===== config.mk =====
export PLATFORM = sky130hd
export DESIGN_NAME = window_stack_manager_top
export DESIGN_NICKNAME = d
export VERILOG_FILES = /design/src/rtl/wsm_pkg.sv /design/src/rtl/window_stack_manager_top.sv /design/src/rtl/wsm_slots.sv /design/src/rtl/wsm_calc.sv
export SDC_FILE = /design/constraint.sdc
export NUM_CORES = 2
export LEC_CHECK = 0
export BUFFER_PORTS_ARGS = -buffer_cell sky130_fd_sc_hd__buf_2
export CAP_MARGIN = 10
export CORE_ASPECT_RATIO = 1.75
export CORE_MARGIN = 1.5
export CORE_UTILIZATION = 50
export DETAILED_ROUTE_END_ITERATION = 7
export HOLD_SLACK_MARGIN = 0.12
export PLACE_DENSITY_LB_ADDON = 0.2
export SLEW_MARGIN = 10
export SYNTH_ARGS = -nofsm -noshare
export SYNTH_HDL_FRONTEND = slang
export SYNTH_SLANG_ARGS = --single-unit

===== constraint.sdc =====
create_clock -name i_clk -period 21 [get_ports i_clk]
set_input_delay 2.1 -clock i_clk [delete_from_list [all_inputs] [get_ports i_clk]]
set_output_delay 2.1 -clock i_clk [all_outputs]
set_load 0.05 [all_outputs]

===== src/rtl/wsm_pkg.sv =====
`default_nettype none
package wsm_pkg;

    localparam int MAX_SLOTS = 16;
    localparam int IDX_W = $clog2(MAX_SLOTS);
    localparam int CNT_W = $clog2(MAX_SLOTS + 1);
    localparam int CW = 19;

    typedef enum logic [1:0] {
        ST_CLOSED = 2'd0,
        ST_OPEN   = 2'd1,
        ST_MIN    = 2'd2
    } t_status;

    typedef enum logic [1:0] {
        ACT_NONE   = 2'd0,
        ACT_DRAG   = 2'd1,
        ACT_RESIZE = 2'd2
    } t_act;

    typedef enum logic [3:0] {
        OP_ADD     = 4'd0,
        OP_FOCUS   = 4'd1,
        OP_MIN     = 4'd2,
        OP_RESTORE = 4'd3,
        OP_CLOSE   = 4'd4,
        OP_HIT     = 4'd5,
        OP_DRAG    = 4'd6,
        OP_RESIZE  = 4'd7,
        OP_MOVE    = 4'd8,
        OP_END     = 4'd9
    } t_op;

    localparam logic [2:0] CFG_SCREEN_W = 3'd0;
    localparam logic [2:0] CFG_SCREEN_H = 3'd1;
    localparam logic [2:0] CFG_PANEL_H  = 3'd2;
    localparam logic [2:0] CFG_MIN_W    = 3'd3;
    localparam logic [2:0] CFG_MIN_H    = 3'd4;

    typedef struct packed {
        logic signed [15:0] x;
        logic signed [15:0] y;
        logic signed [15:0] w;
        logic signed [15:0] h;
    } t_box;

    typedef struct packed {
        t_status            status;
        logic [15:0]        ident;
        t_box               bounds;
        t_box               saved;
        logic [IDX_W-1:0]   order;
        logic [1:0]         flags;
    } t_slot;

    typedef struct packed {
        logic [3:0]         opcode;
        logic [15:0]        window_id;
        logic signed [15:0] pos_x;
        logic signed [15:0] pos_y;
        logic signed [15:0] size_w;
        logic signed [15:0] size_h;
        logic               can_resize;
        logic               can_close;
    } t_in;

    typedef struct packed {
        logic        ok;
        logic [15:0] hit_id;
        logic [15:0] focused_id;
    } t_out;

endpackage
`default_nettype wire


===== src/rtl/window_stack_manager_top.sv =====
// window stack manager
// input: an item is taken at a clock edge with start high and busy low; the
// item is one opcode with its window id, point or bounds and flags
// result: o_done is high for exactly one cycle with o_result (ok, hit_id,
// focused_id); the receiver cannot stall, so the item must be taken then
// configuration: i_cfg_we with i_cfg_idx and i_cfg_data writes screen width,
// screen height, panel height, min width or min height at once
// timing: every item takes 2*MAX_SLOTS+6 busy cycles (38 at 16 slots), the
// result strobe is high in the first cycle with busy low and a new item may
// be taken in that same cycle, so one item every 39 cycles at most
// the cost is two passes over the slot table, one slot per cycle: a lookup
// pass (target, free slot, open count, hit test) and an update pass (order
// compaction, highest open window), plus four cycles of the shared clamp
// unit, one write cycle and one finishing cycle
// reset: all slots closed, no focus, no pointer action, screen registers
// back to 640 x 480, panel 28, minimum window 100 x 60
`default_nettype none
module window_stack_manager_top (
    input  wire             i_clk,
    input  wire             i_rst_n,
    input  wire             start,
    output logic            busy,
    input  wsm_pkg::t_in    i_item,
    output logic            o_done,
    output wsm_pkg::t_out   o_result,
    input  wire             i_cfg_we,
    input  wire [2:0]       i_cfg_idx,
    input  wire [14:0]      i_cfg_data
);
    import wsm_pkg::*;

    typedef enum logic [5:0] {
        S_IDLE  = 6'b000001,
        S_SCAN1 = 6'b000010,
        S_CALC  = 6'b000100,
        S_APPLY = 6'b001000,
        S_SCAN2 = 6'b010000,
        S_DONE  = 6'b100000
    } t_state;

    t_state r_state, n_state;
    t_in    r_in, n_in;
    logic [IDX_W-1:0] r_idx, n_idx;
    logic [1:0] r_step, n_step;
    logic r_found, n_found;
    logic [IDX_W-1:0] r_t_idx, n_t_idx;
    t_slot r_t, n_t;
    logic r_free_found, n_free_found;
    logic [IDX_W-1:0] r_free_idx, n_free_idx;
    logic [CNT_W-1:0] r_act, n_act;
    logic r_hit_found, n_hit_found;
    logic [IDX_W-1:0] r_hit_ord, n_hit_ord;
    logic [15:0] r_hit_id, n_hit_id;
    t_box r_nb, n_nb;
    logic r_ok, n_ok, r_dec, n_dec, r_bring, n_bring, r_refocus, n_refocus;
    logic [IDX_W-1:0] r_old, n_old;
    logic r_hi_found, n_hi_found;
    logic [IDX_W-1:0] r_hi_ord, n_hi_ord;
    logic [15:0] r_hi_id, n_hi_id;
    logic [15:0] r_focus, n_focus;
    t_act r_mode, n_mode;
    logic [15:0] r_win, n_win;
    logic signed [15:0] r_spx, n_spx, r_spy, n_spy;
    t_box r_sb, n_sb;
    logic [14:0] r_scr_w, r_scr_h, r_panel, r_min_w, r_min_h;
    logic r_done, n_done;
    t_out r_res, n_res;

    t_slot rd, wr;
    logic wr_en, ord_we;
    logic [IDX_W-1:0] wr_idx, ord_idx, ord_val, new_ord;
    logic signed [CW-1:0] cv, clo, chi;
    logic signed [15:0] cres;
    logic signed [CW-1:0] c_sw, c_sh, c_ph, c_mw, c_mh, dx, dy;
    logic signed [16:0] xe, ye;
    logic [15:0] key;
    logic dec_hit, pt_in;

    wsm_slots u_slots (
        .i_clk    (i_clk),
        .i_rst_n  (i_rst_n),
        .i_rd_idx (r_idx),
        .o_rd     (rd),
        .i_wr_en  (wr_en),
        .i_wr_idx (wr_idx),
        .i_wr     (wr),
        .i_ord_we (ord_we),
        .i_ord_idx(ord_idx),
        .i_ord_val(ord_val)
    );

    wsm_calc u_calc (
        .i_v  (cv),
        .i_lo (clo),
        .i_hi (chi),
        .o_res(cres)
    );

    always_ff @(posedge i_clk) begin
        if (!i_rst_n) begin
            r_scr_w <= 15'd640;
            r_scr_h <= 15'd480;
            r_panel <= 15'd28;
            r_min_w <= 15'd100;
            r_min_h <= 15'd60;
        end else if (i_cfg_we) begin
            case (i_cfg_idx)
                CFG_SCREEN_W: r_scr_w <= i_cfg_data;
                CFG_SCREEN_H: r_scr_h <= i_cfg_data;
                CFG_PANEL_H:  r_panel <= i_cfg_data;
                CFG_MIN_W:    r_min_w <= i_cfg_data;
                CFG_MIN_H:    r_min_h <= i_cfg_data;
                default: ;
            endcase
        end
    end

    always_comb begin
        c_sw = CW'(r_scr_w);
        c_sh = CW'(r_scr_h);
        c_ph = CW'(r_panel);
        c_mw = CW'(r_min_w);
        c_mh = CW'(r_min_h);
        dx   = CW'(r_in.pos_x) - CW'(r_spx);
        dy   = CW'(r_in.pos_y) - CW'(r_spy);
        key  = (r_in.opcode == OP_MOVE) ? r_win : r_in.window_id;
        xe   = 17'(rd.bounds.x) + 17'(rd.bounds.w);
        ye   = 17'(rd.bounds.y) + 17'(rd.bounds.h);
        pt_in = (r_in.pos_x >= rd.bounds.x) && (17'(r_in.pos_x) < xe) &&
                (r_in.pos_y >= rd.bounds.y) && (17'(r_in.pos_y) < ye);
        dec_hit = r_dec && (rd.status != ST_CLOSED) && !(r_found && r_idx == r_t_idx) &&
                  (rd.order > r_old);
        new_ord = dec_hit ? rd.order - 1'b1 : rd.order;

        cv  = CW'(r_in.size_w);
        clo = c_mw;
        chi = c_sw;
        case (r_step)
            2'd0: begin
                if (r_in.opcode == OP_ADD) begin
                    cv = CW'(r_in.size_w); clo = c_mw; chi = c_sw;
                end else if (r_mode == ACT_DRAG) begin
                    cv = CW'(r_sb.x) + dx; clo = '0; chi = c_sw - CW'(r_sb.w);
                end else begin
                    cv = CW'(r_sb.w) + dx; clo = c_mw; chi = c_sw - CW'(r_sb.x);
                end
            end
            2'd1: begin
                if (r_in.opcode == OP_ADD) begin
                    cv = CW'(r_in.size_h); clo = c_mh; chi = c_sh - c_ph;
                end else if (r_mode == ACT_DRAG) begin
                    cv = CW'(r_sb.y) + dy; clo = c_ph; chi = c_sh - CW'(r_sb.h);
                end else begin
                    cv = CW'(r_sb.h) + dy; clo = c_mh; chi = c_sh - CW'(r_sb.y);
                end
            end
            2'd2: begin
                cv = CW'(r_in.pos_x); clo = '0; chi = c_sw - CW'(r_nb.w);
            end
            default: begin
                cv = CW'(r_in.pos_y); clo = c_ph; chi = c_sh - CW'(r_nb.h);
            end
        endcase
    end

    always_comb begin
        n_state = r_state;  n_in = r_in;  n_idx = r_idx;  n_step = r_step;
        n_found = r_found;  n_t_idx = r_t_idx;  n_t = r_t;
        n_free_found = r_free_found;  n_free_idx = r_free_idx;  n_act = r_act;
        n_hit_found = r_hit_found;  n_hit_ord = r_hit_ord;  n_hit_id = r_hit_id;
        n_nb = r_nb;  n_ok = r_ok;  n_dec = r_dec;  n_bring = r_bring;
        n_refocus = r_refocus;  n_old = r_old;
        n_hi_found = r_hi_found;  n_hi_ord = r_hi_ord;  n_hi_id = r_hi_id;
        n_focus = r_focus;  n_mode = r_mode;  n_win = r_win;
        n_spx = r_spx;  n_spy = r_spy;  n_sb = r_sb;
        n_done = 1'b0;  n_res = r_res;
        wr = r_t;  wr_idx = r_t_idx;  wr_en = 1'b0;
        ord_we = 1'b0;  ord_idx = r_idx;  ord_val = new_ord;

        case (r_state)
            S_IDLE: begin
                if (start) begin
                    n_in = i_item;
                    n_idx = '0;
                    n_step = '0;
                    n_found = 1'b0;
                    n_free_found = 1'b0;
                    n_act = '0;
                    n_hit_found = 1'b0;
                    n_hit_id = '0;
                    n_hi_found = 1'b0;
                    n_hi_id = '0;
                    n_state = S_SCAN1;
                end
            end
            S_SCAN1: begin
                if (rd.status != ST_CLOSED && key != '0 && rd.ident == key) begin
                    n_found = 1'b1;
                    n_t_idx = r_idx;
                    n_t = rd;
                end
                if (rd.status == ST_CLOSED) begin
                    if (!r_free_found) begin
                        n_free_found = 1'b1;
                        n_free_idx = r_idx;
                    end
                end else begin
                    n_act = r_act + 1'b1;
                end
                if (rd.status == ST_OPEN && pt_in && (!r_hit_found || rd.order > r_hit_ord)) begin
                    n_hit_found = 1'b1;
                    n_hit_ord = rd.order;
                    n_hit_id = rd.ident;
                end
                n_idx = r_idx + 1'b1;
                if (r_idx == IDX_W'(MAX_SLOTS - 1)) begin
                    n_idx = '0;
                    n_state = S_CALC;
                end
            end
            S_CALC: begin
                case (r_step)
                    2'd0: begin
                        if (r_in.opcode == OP_ADD || r_mode == ACT_RESIZE) begin
                            n_nb.w = cres;
                        end else begin
                            n_nb.x = cres;
                        end
                    end
                    2'd1: begin
                        if (r_in.opcode == OP_ADD || r_mode == ACT_RESIZE) begin
                            n_nb.h = cres;
                        end else begin
                            n_nb.y = cres;
                        end
                    end
                    2'd2: begin
                        if (r_in.opcode == OP_ADD) begin
                            n_nb.x = cres;
                        end
                    end
                    default: begin
                        if (r_in.opcode == OP_ADD) begin
                            n_nb.y = cres;
                        end
                    end
                endcase
                n_step = r_step + 1'b1;
                if (r_step == 2'd3) begin
                    n_state = S_APPLY;
                end
            end
            S_APPLY: begin
                n_ok = 1'b0;
                n_dec = 1'b0;
                n_bring = 1'b0;
                n_refocus = 1'b0;
                n_old = r_t.order;
                case (r_in.opcode)
                    OP_ADD: begin
                        if (r_in.window_id != '0 && !r_found && r_free_found) begin
                            wr_idx = r_free_idx;
                            wr.status = ST_OPEN;
                            wr.ident = r_in.window_id;
                            wr.bounds = r_nb;
                            wr.saved = r_nb;
                            wr.order = r_act[IDX_W-1:0];
                            wr.flags = {r_in.can_close, r_in.can_resize};
                            wr_en = 1'b1;
                            n_focus = r_in.window_id;
                            n_ok = 1'b1;
                        end
                    end
                    OP_FOCUS: begin
                        if (r_found && r_t.status == ST_OPEN) begin
                            n_focus = r_in.window_id;
                            n_dec = 1'b1;
                            n_bring = 1'b1;
                            n_ok = 1'b1;
                        end
                    end
                    OP_MIN: begin
                        if (r_found && r_t.status == ST_OPEN) begin
                            wr.saved = r_t.bounds;
                            wr.status = ST_MIN;
                            wr_en = 1'b1;
                            if (r_win == r_in.window_id) begin
                                n_mode = ACT_NONE;
                                n_win = '0;
                            end
                            n_refocus = (r_focus == r_in.window_id);
                            n_ok = 1'b1;
                        end
                    end
                    OP_RESTORE: begin
                        if (r_found && r_t.status == ST_MIN) begin
                            wr.bounds = r_t.saved;
                            wr.status = ST_OPEN;
                            wr_en = 1'b1;
                            n_focus = r_in.window_id;
                            n_dec = 1'b1;
                            n_bring = 1'b1;
                            n_ok = 1'b1;
                        end
                    end
                    OP_CLOSE: begin
                        if (r_found && r_t.flags[1]) begin
                            wr.status = ST_CLOSED;
                            wr.ident = '0;
                            wr_en = 1'b1;
                            if (r_win == r_in.window_id) begin
                                n_mode = ACT_NONE;
                                n_win = '0;
                            end
                            n_dec = 1'b1;
                            n_refocus = (r_focus == r_in.window_id);
                            n_ok = 1'b1;
                        end
                    end
                    OP_HIT: begin
                        n_ok = 1'b1;
                    end
                    OP_DRAG, OP_RESIZE: begin
                        if (r_found && r_t.status == ST_OPEN &&
                            (r_in.opcode == OP_DRAG || r_t.flags[0])) begin
                            n_focus = r_in.window_id;
                            n_dec = 1'b1;
                            n_bring = 1'b1;
                            n_mode = (r_in.opcode == OP_DRAG) ? ACT_DRAG : ACT_RESIZE;
                            n_win = r_in.window_id;
                            n_spx = r_in.pos_x;
                            n_spy = r_in.pos_y;
                            n_sb = r_t.bounds;
                            n_ok = 1'b1;
                        end
                    end
                    OP_MOVE: begin
                        n_ok = 1'b1;
                        if (!r_found || r_t.status != ST_OPEN) begin
                            n_mode = ACT_NONE;
                            n_win = '0;
                        end else if (r_mode == ACT_DRAG) begin
                            wr.bounds.x = r_nb.x;
                            wr.bounds.y = r_nb.y;
                            wr.bounds.w = r_sb.w;
                            wr.bounds.h = r_sb.h;
                            wr_en = 1'b1;
                        end else if (r_mode == ACT_RESIZE) begin
                            wr.bounds.w = r_nb.w;
                            wr.bounds.h = r_nb.h;
                            wr_en = 1'b1;
                        end
                    end
                    OP_END: begin
                        n_mode = ACT_NONE;
                        n_win = '0;
                        n_ok = 1'b1;
                    end
                    default: ;
                endcase
                n_state = S_SCAN2;
            end
            S_SCAN2: begin
                ord_we = dec_hit;
                if (rd.status == ST_OPEN && (!r_hi_found || new_ord > r_hi_ord)) begin
                    n_hi_found = 1'b1;
                    n_hi_ord = new_ord;
                    n_hi_id = rd.ident;
                end
                n_idx = r_idx + 1'b1;
                if (r_idx == IDX_W'(MAX_SLOTS - 1)) begin
                    n_idx = '0;
                    n_state = S_DONE;
                end
            end
            S_DONE: begin
                ord_we = r_bring;
                ord_idx = r_t_idx;
                ord_val = IDX_W'(r_act - 1'b1);
                if (r_refocus) begin
                    n_focus = r_hi_found ? r_hi_id : '0;
                end
                n_done = 1'b1;
                n_res.ok = r_ok;
                n_res.hit_id = (r_in.opcode == OP_HIT && r_hit_found) ? r_hit_id : '0;
                n_res.focused_id = n_focus;
                n_state = S_IDLE;
            end
            default: n_state = S_IDLE;
        endcase
    end

    always_ff @(posedge i_clk) begin
        if (!i_rst_n) begin
            r_state <= S_IDLE;
            r_focus <= '0;
            r_mode <= ACT_NONE;
            r_win <= '0;
            r_spx <= '0;
            r_spy <= '0;
            r_sb <= '0;
            r_done <= 1'b0;
        end else begin
            r_state <= n_state;
            r_focus <= n_focus;
            r_mode <= n_mode;
            r_win <= n_win;
            r_spx <= n_spx;
            r_spy <= n_spy;
            r_sb <= n_sb;
            r_done <= n_done;
        end
    end

    always_ff @(posedge i_clk) begin
        r_in <= n_in;  r_idx <= n_idx;  r_step <= n_step;
        r_found <= n_found;  r_t_idx <= n_t_idx;  r_t <= n_t;
        r_free_found <= n_free_found;  r_free_idx <= n_free_idx;  r_act <= n_act;
        r_hit_found <= n_hit_found;  r_hit_ord <= n_hit_ord;  r_hit_id <= n_hit_id;
        r_nb <= n_nb;  r_ok <= n_ok;  r_dec <= n_dec;  r_bring <= n_bring;
        r_refocus <= n_refocus;  r_old <= n_old;
        r_hi_found <= n_hi_found;  r_hi_ord <= n_hi_ord;  r_hi_id <= n_hi_id;
        r_res <= n_res;
    end

    assign busy = (r_state != S_IDLE);
    assign o_done = r_done;
    assign o_result = r_res;

endmodule
`default_nettype wire


===== src/rtl/wsm_slots.sv =====
`default_nettype none
module wsm_slots (
    input  wire                       i_clk,
    input  wire                       i_rst_n,
    input  wire [wsm_pkg::IDX_W-1:0]  i_rd_idx,
    output wsm_pkg::t_slot            o_rd,
    input  wire                       i_wr_en,
    input  wire [wsm_pkg::IDX_W-1:0]  i_wr_idx,
    input  wsm_pkg::t_slot            i_wr,
    input  wire                       i_ord_we,
    input  wire [wsm_pkg::IDX_W-1:0]  i_ord_idx,
    input  wire [wsm_pkg::IDX_W-1:0]  i_ord_val
);
    import wsm_pkg::*;

    t_status r_status [MAX_SLOTS];
    t_slot   r_ent    [MAX_SLOTS];

    always_ff @(posedge i_clk) begin
        if (!i_rst_n) begin
            for (int i = 0; i < MAX_SLOTS; i++) begin
                r_status[i] <= ST_CLOSED;
            end
        end else if (i_wr_en) begin
            r_status[i_wr_idx] <= i_wr.status;
        end
    end

    always_ff @(posedge i_clk) begin
        if (i_wr_en) begin
            r_ent[i_wr_idx] <= i_wr;
        end
        if (i_ord_we) begin
            r_ent[i_ord_idx].order <= i_ord_val;
        end
    end

    always_comb begin
        o_rd        = r_ent[i_rd_idx];
        o_rd.status = r_status[i_rd_idx];
    end

endmodule
`default_nettype wire


===== src/rtl/wsm_calc.sv =====
`default_nettype none
module wsm_calc (
    input  wire signed [wsm_pkg::CW-1:0] i_v,
    input  wire signed [wsm_pkg::CW-1:0] i_lo,
    input  wire signed [wsm_pkg::CW-1:0] i_hi,
    output logic signed [15:0]           o_res
);
    import wsm_pkg::*;

    logic signed [CW-1:0] c;

    always_comb begin
        if (i_v < i_lo) begin
            c = i_lo;
        end else if (i_v > i_hi) begin
            c = i_hi;
        end else begin
            c = i_v;
        end
        if (c < -CW'(32768)) begin
            o_res = 16'sh8000;
        end else if (c > CW'(32767)) begin
            o_res = 16'sh7fff;
        end else begin
            o_res = c[15:0];
        end
    end

endmodule
`default_nettype wire


After elaboration in Yosys (flattened, before gate mapping)

Memories as Yosys holds them, arrays and structs flattened. A register that Yosys moved wholly into a read port is not among the register bits.
Cells that the tools add are included.

Memory bits (writable): 2,464
Flip-flop bits (word level): 618
Memories: 2

Mux-type cells: 126
Add/sub/neg operators: 20
Reductions and logical operators: 75
Bitwise operators: 2
$lt $le $gt $ge: 11
Equal/unequal tests: 55

Memory list:

| memory           | words | width | rd ports | clocked after memory_dff | write ports | RTL line        | text |
|---|---|---|---|---|---|---|---|
| u_slots.r_ent    | 16    | 152   | 1        | 1                        | 1           | wsm_slots.sv:17 | `t_slot r_ent [MAX_SLOTS];` |
| u_slots.r_status | 16    | 2     | 1        | 1                        | 16          | wsm_slots.sv:16 | `t_status r_status [MAX_SLOTS];` |

Operators with widths:

| kind                                            | number |
|---|---|
| 152-bit two-way mux                             | 3 |
| 16-bit two-way mux                              | 18 |
| 64-bit two-way mux                              | 3 |
| 16-bit one-hot mux with 2 select lines          | 6 |
| 64-bit one-hot mux with 3 select lines          | 1 |
| 19-bit two-way mux                              | 10 |
| 19-bit one-hot mux with 3 select lines          | 3 |
| 152-bit OR reduction                            | 1 |
| 16-bit by 16-bit subtractor with 17-bit output  | 8 |
| 64-bit one-hot mux with 2 select lines          | 1 |
| 32-bit two-way mux                              | 3 |
| 16-bit one-hot mux with 5 select lines          | 1 |
| 16-bit by 17-bit adder with 18-bit output       | 4 |
| 16-bit one-hot mux with 4 select lines          | 1 |
| 15-bit two-way mux                              | 4 |
| 16-bit == test                                  | 3 |
| 4-bit two-way mux                               | 12 |
| 16-bit by 16-bit adder with 17-bit output       | 2 |
| 16-bit by 17-bit < comparator with 1-bit output | 2 |
| 16-bit greater-or-equal comparator              | 2 |
| 16-bit nonzero test                             | 2 |
| 6-bit two-way mux                               | 5 |
| 2-bit inequality test (second input constant)   | 15 |
| 6-bit one-hot mux with 5 select lines           | 1 |
| other kinds (59)                                | 178 |

Longest topological paths before layout

Depth in word-level cells: 13
Depth in mapped cells: 33

Hierarchy

From an unflattened synthesis, not the netlist that was laid out.

Cell total of the unflattened synthesis: 8,656
Area total of the unflattened synthesis: 133,091.4 µm²

Modules (own cells, without submodules):

| module                   | instances | area an instance (µm²) | seq. area each (µm²) | cells an instance |
|---|---|---|---|---|
| wsm_slots                | 1         | 92,536.2               | 73,030.0             | 4,104 |
| window_stack_manager_top | 1         | 39,053.7               | 16,405.7             | 4,341 |
| wsm_calc                 | 1         | 1,501.4                | 0.0                  | 211 |

Worst setup path before layout

No wires, ideal clock.

Path kind: reg-to-reg
Start: register with a tool-made name
End: register r_found, enable pin
Arrival time: 18,541 ps
Period minus slack after synthesis: 18,910 ps
Setup time: 368 ps
Stages on the path, launching flop included: 10
Buffers on the path: 4
Path slack: 2,090 ps
Cell sequence: dfxtp_1 > buf_2 > buf_6 > buf_4 > buf_4 > mux4_2 > mux4_2 > xnor2_1 > nor4_1 > or2_2

RTL lines:

| element              | RTL line                        | text |
|---|---|---|
| to (signal assigned) | window_stack_manager_top.sv:417 | `r_found <= n_found; r_t_idx <= n_t_idx; r_t <= n_t;` |
| to (decl)            | window_stack_manager_top.sv:45  | `logic r_found, n_found;` |

==> impl_metrics.tcl <==
set metrics [dict create \
    status "finished with violations" \
    violations "DRC" \
    clock.fmax_mhz 91.9 \
    cts_tree "yes" \
    finalCritPeriodShare 0.518 \
    grt_use_total 0.306 \
    place_area_um2 139000 \
    peakVddDrop_mv 0.0619 \
    yosys-top-cells-area "edfxtp_1 64%, mux4_2 12%, dfxtp_1 3.2%" \
    ys.flop_type "edfxtp_1" \
    insertion_delay_ps 930 \
    pre_cts_slack_ps 10080 \
    final_common_cell "edfxtp_1" \
    worstPathMaxFanout 91 \
    overflow 0 \
    min_path_cells 0 \
    n_fill_cell 20600 \
    worstHoldPathType "reg -> reg" \
    power_switching_mw 3.71 \
    async_flop_share 0 \
    slew_violations 0 \
    clock_skew_ps 66.1 \
    synth_area_per_cell_um2 16.2 \
    io_buffers 142 \
    required_ps 21580 \
    r2r_cells 25 \
    synth_top_area_frac 0.638 \
    grt_pass1_vias 78400 \
    drv_cap 0 \
    tightest_slew_ps 1340 \
    worst-setup-path-type "reg -> reg" \
    drc 1 \
    drive_above_1_share 0.189 \
    p_int_mw 10.5 \
    place_hpwl_um 266000 \
    seqPwrFrac 0.472 \
    clock-sinks 3053 \
    power_frac_comb 0.165 \
    via_per_inst 6.49 \
    ant_nets 0 \
    cp-start-kind "register" \
    area_delta_synth_final_pct 10.6 \
    antenna_found_initial 21 \
    p_sw_frac 0.260 \
    postCtsSetupBuffers 0 \
    finalCriticalPeriod_ps 10880 \
    wl_per_cell_um 34.5 \
    num_vias 78600 \
    core_area_um2 265000 \
    ys_warn_count 0 \
    dieArea_um2 270000 \
    cts_hold_buf 0 \
    regToRegSetupSlack_ps 10120 \
    drt_iter0_drc 9421 \
    h-tree-depth 5 \
    drtPass1Iterations 8 \
    fin_area_um2 148000 \
    yosysUniqueCellTypes 90 \
    cellLeakagePower_nw 48.1 \
    setup_viol_count_final 0 \
    worstSetupEndpointType "register" \
    place.gp.congestion 1.01 \
    clk_pin_slew_worst_paths_ps 60 \
    ys_ff_latch 3053 \
    grt_max_degree 117 \
    finalHoldViolCount 0 \
    nets 8771 \
    fin_ws_ps 10120 \
    timing.slew.headroom 0.110 \
    drt_wl_total_um 418000 \
    synth_nets 8627 \
    synth_top_cell_by_area "edfxtp_1" \
    synth-edff-count 2837 \
    cp.arrival_ps 11460 \
    pwr-share-clk 0.362 \
    chipHeight_um 687 \
    netlist_instances 8217 \
    ctsResizeCount 0 \
    clk_path_buf_depth 4 \
    fin_tns_setup_ps 0 \
    die_w_um 394 \
    fin_util 0.556 \
    powerDensity_nw_per_um2 96.5 \
    ys_seq_area_frac 0.671 \
    cts_buffers 280 \
    final_cell_mix "2837 x edfxtp_1, 736 x mux4_2, 667 x nand2_1" \
    start_util 0.503 \
    root_buffer "clkbuf_16" \
    ioPinCount 143 \
    row_count 250 \
    mappedNetlistArea_um2 133000 \
    grt_pass1_wl_um 586000 \
    rsz0062_at_grt "false" \
]
layer usage:
metal | part of all wire | GRT usage
met5 | 0.000031 | 0
met2 | 0.50 | 0.515
met1 | 0.36 | 0.371
met4 | 0.071 | 0.188
met3 | 0.077 | 0.0503
stage by stage:
stage / instances / hold WS [ps] / power [mW]
after floorplan: 8217 / 400 / 8.45
final: 12100 / 424 / 14.2
after global placement: 11600 / 401 / 9.20
after global routing: 12100 / 445 / 14.7
after CTS: 12100 / 424 / 14.3
after detailed placement: 11600 / 408 / 9.20
critical path, stage by stage, from the launching register on:
cell and delay, ps:
dfxtp_4 730, buf_4 610, buf_4 740, buf_4 700
buf_4 820, buf_12 540, mux4_2 600, mux4_2 510
ha_1 250, fa_1 420, a21o_1 200, a21oi_1 230
o21bai_1 100, a21oi_1 220, nor2_1 90, o2111ai_1 230
a31oi_1 210, a41oi_1 400, o31ai_1 130, ha_1 310
nand3_1 110, or2_2 310, nor3_1 280, o221ai_1 310
and3_1 420, or2_2 550
synthesized netlist by cell type, drive strengths merged (23+ instances only):
cell type and number:
edfxtp 2837, mux4 736, nand2 668, nor2 470, clkbuf 327, ha 291
o21ai 248, a21oi 242, dfxtp 216, inv 212, a22oi 166, a21boi 165
buf 140, mux2i 137, nor2b 118, a21o 110, xnor2 91, xor2 81
nand3 78, and2 67, nand2b 67, mux2 66, nor3 63, o21a 59
a221o 58, a211oi 42, o22ai 40, nand4 34, o211ai 32, a31oi 30
a221oi 29, nor4 26, a22o 25, and3 23
worst paths after layout:
kind                                     end  startpoint
worst max-delay path             r_hit_id[3]    register
worst min-delay path            o_result[32]        r_ok
worst max register to register   r_hit_id[3]    register
worst min register to register  o_result[32]        r_ok
cell type report:
type / instances / area [um2] / share of cell area
antenna: 8 / 20.0 / 0.000136
clock buffer: 339 / 7390 / 0.0501
clock inverter: 157 / 1660 / 0.0112
inverter: 214 / 806 / 0.00546
multi-input combinational: 4483 / 41500 / 0.281
sequential: 3053 / 89500 / 0.607
tap: 3528 / 4410 / 0.0299
timing repair buffer: 329 / 2260 / 0.0153
logic make-up (layout without fill, tap and decap cells):
logic type | after synthesis | in the layout | synth area share
xor gates and xnor gates | 172 | 172 | 0.0113
buffers and inverters | 681 | 1039 | 0.0205
adders and majority gates | 302 | 302 | 0.0289
muxes | 939 | 939 | 0.140
and+or+nand+nor | 1688 | 1688 | 0.0571
DFF | 3053 | 3053 | 0.671
other | 0 | 8 | 0
AOI/OAI and AO/OA | 1382 | 1382 | 0.0715
power by group through the flow:
stage,registers [mW],logic [mW],clock network [mW]
4_1_cts,6.73,2.35,5.23
2_1_floorplan,6.79,1.66,0
6_report,6.73,2.35,5.16
3_5_place_dp,6.86,2.34,0
5_1_grt,6.73,2.51,5.43
3_3_place_gp,6.86,2.34,0
state kept, by name (all words and copies together), names as in the netlist, 16 cells and up, named ones only:
name	cells
o_result	33
r_focus	16
r_hi_id	16
r_hit_id	16
r_in	86
r_nb	64
r_sb	64
r_spx	16
r_spy	16
r_t	152
r_win	16
u_slots.r_ent	2400
u_slots.r_status	32
(Power assumes the default switching activity.)
